## config.mk

```make
export PLATFORM = sky130hd
export DESIGN_NAME = event_alarm_table_core_flat
export DESIGN_NICKNAME = d
export VERILOG_FILES = /design/src/rtl/eat_pkg.sv /design/src/rtl/eat_cmd_if.sv /design/src/rtl/eat_res_if.sv /design/src/rtl/eat_slot_mem.sv /design/src/rtl/event_alarm_table_core.sv /design/src/flat_wrapper.sv
export SDC_FILE = /design/constraint.sdc
export NUM_CORES = 2
export LEC_CHECK = 0
export BUFFER_PORTS_ARGS = -buffer_cell sky130_fd_sc_hd__buf_2
export CAP_MARGIN = 40
export CORE_AREA = 2 2 479 481
export CTS_BUF_LIST = sky130_fd_sc_hd__clkbuf_16
export DETAILED_ROUTE_END_ITERATION = 7
export DIE_AREA = 0 0 481 483
export GPL_ROUTABILITY_DRIVEN = 1
export PLACE_DENSITY = 0.81
export SLEW_MARGIN = 20
export SYNTH_ARGS = -nofsm -noshare
export SYNTH_HDL_FRONTEND = slang
export SYNTH_HIERARCHICAL = 1
export SYNTH_SLANG_ARGS = --single-unit
```

## constraint.sdc

```tcl
create_clock -name i_clk -period 26.2 [get_ports i_clk]
set_input_delay 0 -clock i_clk [delete_from_list [all_inputs] [get_ports i_clk]]
set_output_delay 0 -clock i_clk [all_outputs]
set_load 0.005 [all_outputs]
```

## src/rtl/eat_pkg.sv

```systemverilog
`default_nettype none

package eat_pkg;

    // Command codes of an input word.
    localparam logic [1:0] CMD_RAISE = 2'd0;
    localparam logic [1:0] CMD_CLEAR = 2'd1;
    localparam logic [1:0] CMD_ACK   = 2'd2;
    localparam logic [1:0] CMD_TICK  = 2'd3;

    // Action codes of a result word.
    localparam logic [2:0] ACT_NONE      = 3'd0;
    localparam logic [2:0] ACT_ACTIVATED = 3'd1;
    localparam logic [2:0] ACT_ESCALATED = 3'd2;
    localparam logic [2:0] ACT_CLEARED   = 3'd3;
    localparam logic [2:0] ACT_REMINDER  = 3'd4;
    localparam logic [2:0] ACT_ACKED     = 3'd5;

    // Reset values.
    localparam logic [31:0] RESET_INTERVAL = 32'd60000;
    localparam logic [31:0] FIRST_ID       = 32'd1;

    // One command word.
    typedef struct packed {
        logic [1:0]  cmd;
        logic [5:0]  address;
        logic [3:0]  event_type;
        logic [2:0]  severity;
        logic [31:0] event_id;
        logic [63:0] timestamp;
    } t_cmd_word;

    // One result word.
    typedef struct packed {
        logic [2:0]  action;
        logic        was_acknowledged;
        logic [5:0]  out_address;
        logic [3:0]  out_type;
        logic [2:0]  out_severity;
        logic [31:0] out_id;
        logic [63:0] out_time;
    } t_res_word;

    // One alarm table entry as stored in the slot memory.
    typedef struct packed {
        logic [5:0]  address;
        logic [3:0]  event_type;
        logic [2:0]  severity;
        logic [31:0] event_id;
        logic [63:0] time_ms;
        logic [63:0] last_emit;
        logic        acked;
    } t_entry;

    // Sequencer states.
    typedef enum logic [1:0] {
        S_IDLE,
        S_SCAN,
        S_DONE
    } t_state;

endpackage

`default_nettype wire

```

## src/rtl/eat_cmd_if.sv

```systemverilog
`default_nettype none

// Command channel: valid/ready handshake carrying one command word.
interface eat_cmd_if;
    import eat_pkg::*;

    logic      valid;
    logic      ready;
    t_cmd_word payload;

    modport source (output valid, output payload, input ready);
    modport sink   (input valid, input payload, output ready);
endinterface

`default_nettype wire

```

## src/rtl/eat_res_if.sv

```systemverilog
`default_nettype none

// Result channel: valid/ready handshake carrying one result word.
interface eat_res_if;
    import eat_pkg::*;

    logic      valid;
    logic      ready;
    t_res_word payload;

    modport source (output valid, output payload, input ready);
    modport sink   (input valid, input payload, output ready);
endinterface

`default_nettype wire

```

## src/rtl/eat_slot_mem.sv

```systemverilog
`default_nettype none

module eat_slot_mem import eat_pkg::*; #(
    parameter int DEPTH = 16,
    parameter int AW    = 4
) (
    input  wire logic          i_clk,
    input  wire logic          i_wr_en,
    input  wire logic [AW-1:0] i_wr_addr,
    input  wire t_entry        i_wr_data,
    input  wire logic          i_rd_en,
    input  wire logic [AW-1:0] i_rd_addr,
    output t_entry             o_rd_data
);

    t_entry r_mem [DEPTH];
    t_entry r_rd_data;

    // Single write port.
    always_ff @(posedge i_clk) begin
        if (i_wr_en) begin
            r_mem[i_wr_addr] <= i_wr_data;
        end
    end

    // Single read port with registered data.
    always_ff @(posedge i_clk) begin
        if (i_rd_en) begin
            r_rd_data <= r_mem[i_rd_addr];
        end
    end

    assign o_rd_data = r_rd_data;

endmodule

`default_nettype wire

```

## src/rtl/event_alarm_table_core.sv

```systemverilog
`default_nettype none

// Channel    Direction  Word        Handshake
// i_cmd      in         t_cmd_word  valid/ready, taken when both high
// o_res      out        t_res_word  valid/ready, taken when both high
// i_cfg_*    in         32 bits     write when i_cfg_we is high
//
// A command is taken, then the table is read one slot memory read per cycle through the shared
// key comparator and 64-bit age subtractor, and the entry is written back.
// The scan stops at the first matching or due entry.
// Reset is synchronous; it clears the slot-used bits, so no clearing pass runs.
// The result waits in an output register; a new command is taken meanwhile,
// but its write-back waits until that result has been taken.

module event_alarm_table_core import eat_pkg::*; #(
    parameter int SLOTS = 16
) (
    input  wire logic        i_clk,
    input  wire logic        i_rst_n,
    input  wire logic        i_cfg_we,
    input  wire logic [31:0] i_cfg_wdata,
    eat_cmd_if.sink          i_cmd,
    eat_res_if.source        o_res
);

    localparam int IDXW = (SLOTS > 1) ? $clog2(SLOTS) : 1;
    localparam int CNTW = $clog2(SLOTS + 1);

    t_state            r_state;
    t_state            n_state;
    logic [31:0]       r_interval;
    logic [31:0]       r_next_id;
    logic [SLOTS-1:0]  r_used;
    t_cmd_word         r_in;
    logic [CNTW-1:0]   r_idx;
    logic              r_rd_vld;
    logic [IDXW-1:0]   r_rd_idx;
    logic              r_hit;
    logic [IDXW-1:0]   r_hit_idx;
    t_entry            r_hit_data;
    logic              r_free_found;
    logic [IDXW-1:0]   r_free_idx;
    logic              r_out_valid;
    t_res_word         r_out;

    t_entry            rd_data;
    logic              issue;
    logic              key_match;
    logic [64:0]       age;
    logic              due;
    logic              slot_live;
    logic              hit_now;
    logic              last_read;
    logic              out_free;
    logic              do_done;

    t_res_word         res;
    logic              wr_en;
    logic [IDXW-1:0]   wr_idx;
    t_entry            wr_data;
    logic              set_used;
    logic              clr_used;
    logic              bump_id;
    logic [31:0]       new_id;

    // Slot table storage.
    eat_slot_mem #(
        .DEPTH (SLOTS),
        .AW    (IDXW)
    ) u_mem (
        .i_clk     (i_clk),
        .i_wr_en   (wr_en & do_done),
        .i_wr_addr (wr_idx),
        .i_wr_data (wr_data),
        .i_rd_en   (issue),
        .i_rd_addr (r_idx[IDXW-1:0]),
        .o_rd_data (rd_data)
    );

    // Shared compare unit: key match, or age against the reminder interval.
    assign issue     = (r_state == S_SCAN) && (r_idx < CNTW'(SLOTS));
    assign key_match = (rd_data.address == r_in.address) &&
                       (rd_data.event_type == r_in.event_type);
    assign age       = {1'b0, r_in.timestamp} - {1'b0, rd_data.last_emit};
    assign due       = !age[64] && (age[63:0] >= {32'd0, r_interval});
    assign slot_live = r_used[r_rd_idx];
    assign hit_now   = r_rd_vld && slot_live && ((r_in.cmd == CMD_TICK) ? due : key_match);
    assign last_read = r_rd_vld && (r_rd_idx == IDXW'(SLOTS - 1));
    assign out_free  = !r_out_valid || o_res.ready;
    assign do_done   = (r_state == S_DONE) && out_free;

    // No word is taken while reset is held.
    assign i_cmd.ready   = (r_state == S_IDLE) && i_rst_n;
    assign o_res.valid   = r_out_valid;
    assign o_res.payload = r_out;

    // Sequencer next state.
    always_comb begin
        n_state = r_state;
        case (r_state)
            S_IDLE: begin
                if (i_cmd.valid) begin
                    n_state = S_SCAN;
                end
            end
            S_SCAN: begin
                if (hit_now || last_read) begin
                    n_state = S_DONE;
                end
            end
            S_DONE: begin
                if (out_free) begin
                    n_state = S_IDLE;
                end
            end
            default: begin
                n_state = S_IDLE;
            end
        endcase
    end

    // Write-back entry and result word for the finished scan.
    always_comb begin
        res      = '0;
        wr_en    = 1'b0;
        wr_idx   = r_hit_idx;
        wr_data  = r_hit_data;
        set_used = 1'b0;
        clr_used = 1'b0;
        bump_id  = 1'b0;
        new_id   = r_in.event_id;
        case (r_in.cmd)
            CMD_RAISE: begin
                if (r_hit) begin
                    wr_en            = 1'b1;
                    wr_data.severity = r_in.severity;
                    wr_data.event_id = r_in.event_id;
                    wr_data.time_ms  = r_in.timestamp;
                    if (r_in.severity > r_hit_data.severity) begin
                        wr_data.last_emit    = r_in.timestamp;
                        res.action           = ACT_ESCALATED;
                        res.was_acknowledged = r_hit_data.acked;
                        res.out_address      = r_in.address;
                        res.out_type         = r_in.event_type;
                        res.out_severity     = r_in.severity;
                        res.out_id           = r_in.event_id;
                        res.out_time         = r_in.timestamp;
                    end
                end else if (r_free_found) begin
                    if (r_in.event_id == 32'd0) begin
                        new_id  = r_next_id;
                        bump_id = 1'b1;
                    end
                    wr_en              = 1'b1;
                    wr_idx             = r_free_idx;
                    wr_data.address    = r_in.address;
                    wr_data.event_type = r_in.event_type;
                    wr_data.severity   = r_in.severity;
                    wr_data.event_id   = new_id;
                    wr_data.time_ms    = r_in.timestamp;
                    wr_data.last_emit  = r_in.timestamp;
                    wr_data.acked      = 1'b0;
                    set_used           = 1'b1;
                    res.action         = ACT_ACTIVATED;
                    res.out_address    = r_in.address;
                    res.out_type       = r_in.event_type;
                    res.out_severity   = r_in.severity;
                    res.out_id         = new_id;
                    res.out_time       = r_in.timestamp;
                end
            end
            CMD_CLEAR: begin
                if (r_hit) begin
                    clr_used             = 1'b1;
                    res.action           = ACT_CLEARED;
                    res.was_acknowledged = r_hit_data.acked;
                    res.out_address      = r_hit_data.address;
                    res.out_type         = r_hit_data.event_type;
                    res.out_severity     = r_hit_data.severity;
                    res.out_id           = r_hit_data.event_id;
                    res.out_time         = r_in.timestamp;
                end
            end
            CMD_ACK: begin
                if (r_hit) begin
                    wr_en                = 1'b1;
                    wr_data.acked        = 1'b1;
                    res.action           = ACT_ACKED;
                    res.was_acknowledged = r_hit_data.acked;
                    res.out_address      = r_hit_data.address;
                    res.out_type         = r_hit_data.event_type;
                    res.out_severity     = r_hit_data.severity;
                    res.out_id           = r_hit_data.event_id;
                    res.out_time         = r_hit_data.time_ms;
                end
            end
            CMD_TICK: begin
                if (r_hit) begin
                    wr_en                = 1'b1;
                    wr_data.last_emit    = r_in.timestamp;
                    wr_data.time_ms      = r_in.timestamp;
                    res.action           = ACT_REMINDER;
                    res.was_acknowledged = r_hit_data.acked;
                    res.out_address      = r_hit_data.address;
                    res.out_type         = r_hit_data.event_type;
                    res.out_severity     = r_hit_data.severity;
                    res.out_id           = r_hit_data.event_id;
                    res.out_time         = r_in.timestamp;
                end
            end
            default: begin
                res = '0;
            end
        endcase
    end

    // Sequencer, scan bookkeeping, table flags and output register.
    always_ff @(posedge i_clk) begin
        if (!i_rst_n) begin
            r_state      <= S_IDLE;
            r_interval   <= RESET_INTERVAL;
            r_next_id    <= FIRST_ID;
            r_used       <= '0;
            r_idx        <= '0;
            r_rd_vld     <= 1'b0;
            r_hit        <= 1'b0;
            r_free_found <= 1'b0;
            r_out_valid  <= 1'b0;
        end else begin
            r_state <= n_state;

            if (i_cfg_we) begin
                r_interval <= i_cfg_wdata;
            end

            // Take a command word and restart the scan.
            if (i_cmd.valid && i_cmd.ready) begin
                r_in         <= i_cmd.payload;
                r_idx        <= '0;
                r_rd_vld     <= 1'b0;
                r_hit        <= 1'b0;
                r_free_found <= 1'b0;
            end

            // One slot read and one slot check per cycle.
            if (r_state == S_SCAN) begin
                if (issue) begin
                    r_idx    <= r_idx + CNTW'(1);
                    r_rd_idx <= r_idx[IDXW-1:0];
                end
                r_rd_vld <= issue && !(hit_now || last_read);
                if (r_rd_vld && !slot_live && !r_free_found) begin
                    r_free_found <= 1'b1;
                    r_free_idx   <= r_rd_idx;
                end
                if (hit_now) begin
                    r_hit      <= 1'b1;
                    r_hit_idx  <= r_rd_idx;
                    r_hit_data <= rd_data;
                end
            end

            // Write-back and result hand-off.
            if (do_done) begin
                r_out_valid <= 1'b1;
                r_out       <= res;
                if (set_used) begin
                    r_used[r_free_idx] <= 1'b1;
                end
                if (clr_used) begin
                    r_used[r_hit_idx] <= 1'b0;
                end
                if (bump_id) begin
                    r_next_id <= r_next_id + 32'd1;
                end
            end else if (o_res.ready) begin
                r_out_valid <= 1'b0;
            end
        end
    end

    // An accepted word always starts a scan.
    a_accept_scans: assert property (@(posedge i_clk) disable iff (!i_rst_n)
        (i_cmd.valid && i_cmd.ready) |=> (r_state == S_SCAN))
        else $error("accepted command did not start a scan");

    // A result with no action carries only zero fields.
    a_none_zero: assert property (@(posedge i_clk) disable iff (!i_rst_n)
        (r_out_valid && (r_out.action == ACT_NONE)) |->
        (r_out.was_acknowledged == 1'b0 && r_out.out_address == 6'd0 &&
         r_out.out_type == 4'd0 && r_out.out_severity == 3'd0 &&
         r_out.out_id == 32'd0 && r_out.out_time == 64'd0))
        else $error("empty result carries nonzero fields");

    // A hit always points at an occupied slot.
    a_hit_live: assert property (@(posedge i_clk) disable iff (!i_rst_n)
        ((r_state == S_DONE) && r_hit) |-> r_used[r_hit_idx])
        else $error("hit on a free slot");

    // An activation occupies exactly one more slot.
    a_activate_count: assert property (@(posedge i_clk) disable iff (!i_rst_n)
        (do_done && set_used) |=>
        ($countones(r_used) == $past($countones(r_used)) + 1))
        else $error("activation did not occupy one slot");

endmodule

`default_nettype wire

```

## src/flat_wrapper.sv

```systemverilog
// flat-port wrapper written by rule: the top's interface ports become plain ports
module event_alarm_table_core_flat import eat_pkg::*;
#(
    parameter int SLOTS = 16
)
  (i_clk, i_rst_n, i_cfg_we, i_cfg_wdata, i_cmd_valid, i_cmd_payload, i_cmd_ready, o_res_valid, o_res_payload, o_res_ready);
  eat_cmd_if i_cmd_i ();
  eat_res_if o_res_i ();
  input  wire logic i_clk;
  input  wire logic i_rst_n;
  input  wire logic i_cfg_we;
  input  wire logic [31:0] i_cfg_wdata;
  input wire logic [$bits(i_cmd_i.valid)-1:0] i_cmd_valid;
  input wire logic [$bits(i_cmd_i.payload)-1:0] i_cmd_payload;
  output wire logic [$bits(i_cmd_i.ready)-1:0] i_cmd_ready;
  output wire logic [$bits(o_res_i.valid)-1:0] o_res_valid;
  output wire logic [$bits(o_res_i.payload)-1:0] o_res_payload;
  input wire logic [$bits(o_res_i.ready)-1:0] o_res_ready;
  assign i_cmd_i.valid = i_cmd_valid;
  assign i_cmd_i.payload = i_cmd_payload;
  assign i_cmd_ready = i_cmd_i.ready;
  assign o_res_valid = o_res_i.valid;
  assign o_res_payload = o_res_i.payload;
  assign o_res_i.ready = o_res_ready;
  event_alarm_table_core #(.SLOTS(SLOTS)) u_core (.i_clk(i_clk), .i_rst_n(i_rst_n), .i_cfg_we(i_cfg_we), .i_cfg_wdata(i_cfg_wdata), .i_cmd(i_cmd_i), .o_res(o_res_i));
endmodule
```

==> run metrics <==
CP Launch Type flip-flop; number of setup violations in the final report 0; critical path's slowest cell a21oi_1; Final Non-Filler Cells 11058; hpwl dp 217 mm; FF+latch area 0.103 mm^2; Post-Syn Nets 7149; initial core utilization 0.598; status finished clean; post-DR vias/cell 7.17; initial antenna violation count 30; R2R setup slack 18280 ps; Buffers on Ports 262; register area share after synthesis 0.759; CP bufs+invs 2; layout cells sized above 1 0.235; min cycle time layout 7920 ps; Detail Route Antenna Nets 0; Synth top area share 0.745; Worst-path clk slew 70 ps; Critical Path Fanout Max 105; RSZ-0062 raised after global routing false; Total GRT Usage 0.353; Setup Skew 108 ps; Crit. End Element flip-flop; DR WL/cell 37.4 um; cell depth of the worst flop-to-flop path 23; most frequent cells after synthesis edfxtp_1 (3368), mux4_2 (656), a22oi_1 (357), nand2_1 (357), o21ai_0 (187); P&R area growth vs syn 16.0%; pre-CTS WS 18910 ps; utilization after layout 0.693; P_sw 2650 uW; Static Leak 0.0510 uW; Post-CTS Setup Repair Bufs 0; Synth Instances 6895; required time worst endpoint 26650 ps; FILL cells 12977; clk_lat worst skew 1010 ps; core area 0.227 mm^2; synth unique cells 95; clock sinks 3459; # placed instances 10042; CTS tree built; final wirelength 413 mm; CP max stage delay 640 ps; cts hold-fix bufs 354; Iteration-0 DRC Markers 13230; Peak Freq 0.126 GHz; global-route wire length before repair 580 mm; nets@finish 8017; Crit path max-delay family compound AO/OA/AOI/OAI gates; final clock period utilization by the worst path 0.302; die width 481 um; vias in the first global route 79461; Hold Path Class input pin to flip-flop; Top FF cell, synth edfxtp_1; htree depth 5; area occupied by multi-input gates 0.0308 mm^2; Cell Rows 175; DRC 0; Final Hold Viols 0; count leader, synth edfxtp_1; CP Class flip-flop to flip-flop; Int Pwr 9290 uW; Worst-Margin Slew 1310 ps; HP Start i_rst_n; pin count of the biggest net entering global routing 107; setup ws final 18280 ps; Hold Path Stages 4; GPL Wtd Cong 0.959; Pwr Density 75.9 mW/mm^2; mean post-synth cell area 19.7 um^2; Hold EP u_core/r_next_id[0]$_SDFFE_PN1P_; Clk pwr share 0.416; Seq pwr share 0.514; CTS max path bufs 4; synthesized area 0.136 mm^2; worst r2r src u_core/r_in[0]$_DFFE_PP_; vias 79291; total gr overflow 0; YS warnings 6; Resized cells post-CTS 0; maxcap violations 0; number of synthesized flops with an enable pin 3368; Critical Path, Cell by Cell inv_1 > ha_1 > fa_1 > nand2b_1 > a21oi_1 > nor2_1 > o31ai_1 > a21oi_1 > o21bai_1 > a21boi_0 > xnor2_1 > ha_1 > nand4_1 > nor2_1 > nand2_1 > o22ai_1 > or4_1 > nor4b_1 > o2111ai_1 > nor4_1 > nand4_1 > o21a_4 > buf_12; max_slew headroom 0.129; max-slew violation count 0; I/O pin cnt 263; worst reg2reg endpoint u_core/r_hit_data[168]$_DFFE_PP_; area leader, netlist edfxtp_1; async set or reset register ratio after synthesis 0; Critical Path AT 8370 ps; switching share of power 0.222; CTS buffer count 349; post-route setup TNS 0 ps; router iterations before antenna repair 6; die footprint 0.232 mm^2; die height 483 um; top post-synthesis cells by area edfxtp_1 (75%), mux4_2 (11%), a22oi_1 (2.0%); Logic pwr share 0.070; peak supply drop 0.000111 V; post-synthesis register bit count 3459; CTS Root Buffer Type clkbuf_16
## state kept, by name, indices dropped and copies added, names as in the netlist, 2 cells and up
register                cells
u_core/u_mem/r_mem       2784
u_core/r_rd_idx             4
u_core/r_used              16
u_core/o_res.payload      113
u_core/r_in               111
u_core/r_hit_idx            4
u_core/r_interval          32
u_core/u_mem/o_rd_data    174
u_core/r_state              2
u_core/r_next_id           32
u_core/r_free_idx           4
u_core/r_idx                5
u_core/r_hit_data         174
## final cells by class
| class | instances | share of cell area |
|---|---|---|
| flip-flops and latches | 3459 | 0.655 |
| multi-input cells | 2950 | 0.196 |
| clock buffers | 355 | 0.0565 |
| repair buffers | 879 | 0.0519 |
| well taps | 3009 | 0.0239 |
| clock inverters | 259 | 0.0142 |
| inverters | 124 | 0.00299 |
| diodes | 23 | 0.000366 |
## stage by stage
step | total power (uW) | cell area [um^2] | hold slack (ps)
after floorplan | 6770 | 136000 | 98.9
after global placement | 6960 | 141000 | 179
after detailed placement | 6990 | 142000 | 178
after CTS | 11900 | 157000 | 81.5
after global routing | 12200 | 157000 | 102
final | 11900 | 157000 | 141
## cells by family (layout without fill, tap and decap cells)
group,after synthesis,in the layout,synth area share
DFF,3459,3459,0.759
buffers and inverters,486,1617,0.0166
adders and majority gates,106,106,0.00983
other,0,23,0
xor gates and xnor gates,79,79,0.00510
and+or+nand+nor,825,825,0.0284
AOI/OAI and AO/OA,1103,1103,0.0577
muxes,837,837,0.123
## worst min-delay path, cell delays in order
cell,delay (ps)
dlygate4sd3_1,530
buf_2,170
buf_4,240
nand2_1,110
## power by group through the flow
| stage | combinational [uW] | clock (uW) | sequential, uW |
|---|---|---|---|
| 3_3_place_gp | 716 | 0 | 6250 |
| 3_5_place_dp | 747 | 0 | 6250 |
| 6_report | 837 | 4970 | 6130 |
| 2_1_floorplan | 531 | 0 | 6230 |
| 5_1_grt | 881 | 5170 | 6130 |
| 4_1_cts | 804 | 4950 | 6130 |
## placed cells by master, fill, tap and decap left out, drive strengths merged, types with 13 or more instances in the layout
cell	n
nor2	180
inv	193
edfxtp	3368
o211ai	17
a31oi	14
a22o	179
clkinv	137
mux2i	60
mux2	121
diode	23
a21o	24
clkbuf	355
nor4	20
mux4	656
dfxtp	91
clkinvlp	15
and2	13
ha	105
nand3	24
nand2b	35
a211oi	19
nor3	39
a22oi	357
and3	14
a21oi	150
dlygate4sd3	354
xnor2	38
bufinv	38
xor2	41
buf	525
nand4	42
nor2b	44
nand2	359
o21a	13
o21ai	196
o221ai	29
a221oi	25
## layer usage
metal / vias to the layer above / GRT usage / wire length, um
met5: - / 0 / 104
met4: 16 / 0.178 / 23600
met3: 1290 / 0.0864 / 54900
met2: 7530 / 0.555 / 198000
met1: 40234 / 0.464 / 137000
li1: 30221 / - / -
## worst max-delay path by stage
| stage | startpoint | endpoint | slack (ps) | cells after the start |
|---|---|---|---|---|
| after floorplan | u_core/r_in[109]$_DFFE_PP_ | u_core/u_mem/r_mem[0][0]$_DFFE_PP_ | 11400 | 8 |
| after global placement | u_core/r_in[0]$_DFFE_PP_ | u_core/r_hit_data[145]$_DFFE_PP_ | 18970 | 23 |
| after detailed placement | u_core/r_in[0]$_DFFE_PP_ | u_core/r_hit_data[143]$_DFFE_PP_ | 18910 | 23 |
| after CTS | u_core/r_in[0]$_DFFE_PP_ | u_core/r_hit$_SDFF_PN0_ | 18780 | 24 |
| after global routing | u_core/r_in[0]$_DFFE_PP_ | u_core/r_hit_data[168]$_DFFE_PP_ | 18140 | 23 |
| final | u_core/r_in[0]$_DFFE_PP_ | u_core/r_hit_data[168]$_DFFE_PP_ | 18280 | 23 |
(Power assumes the default switching activity.)
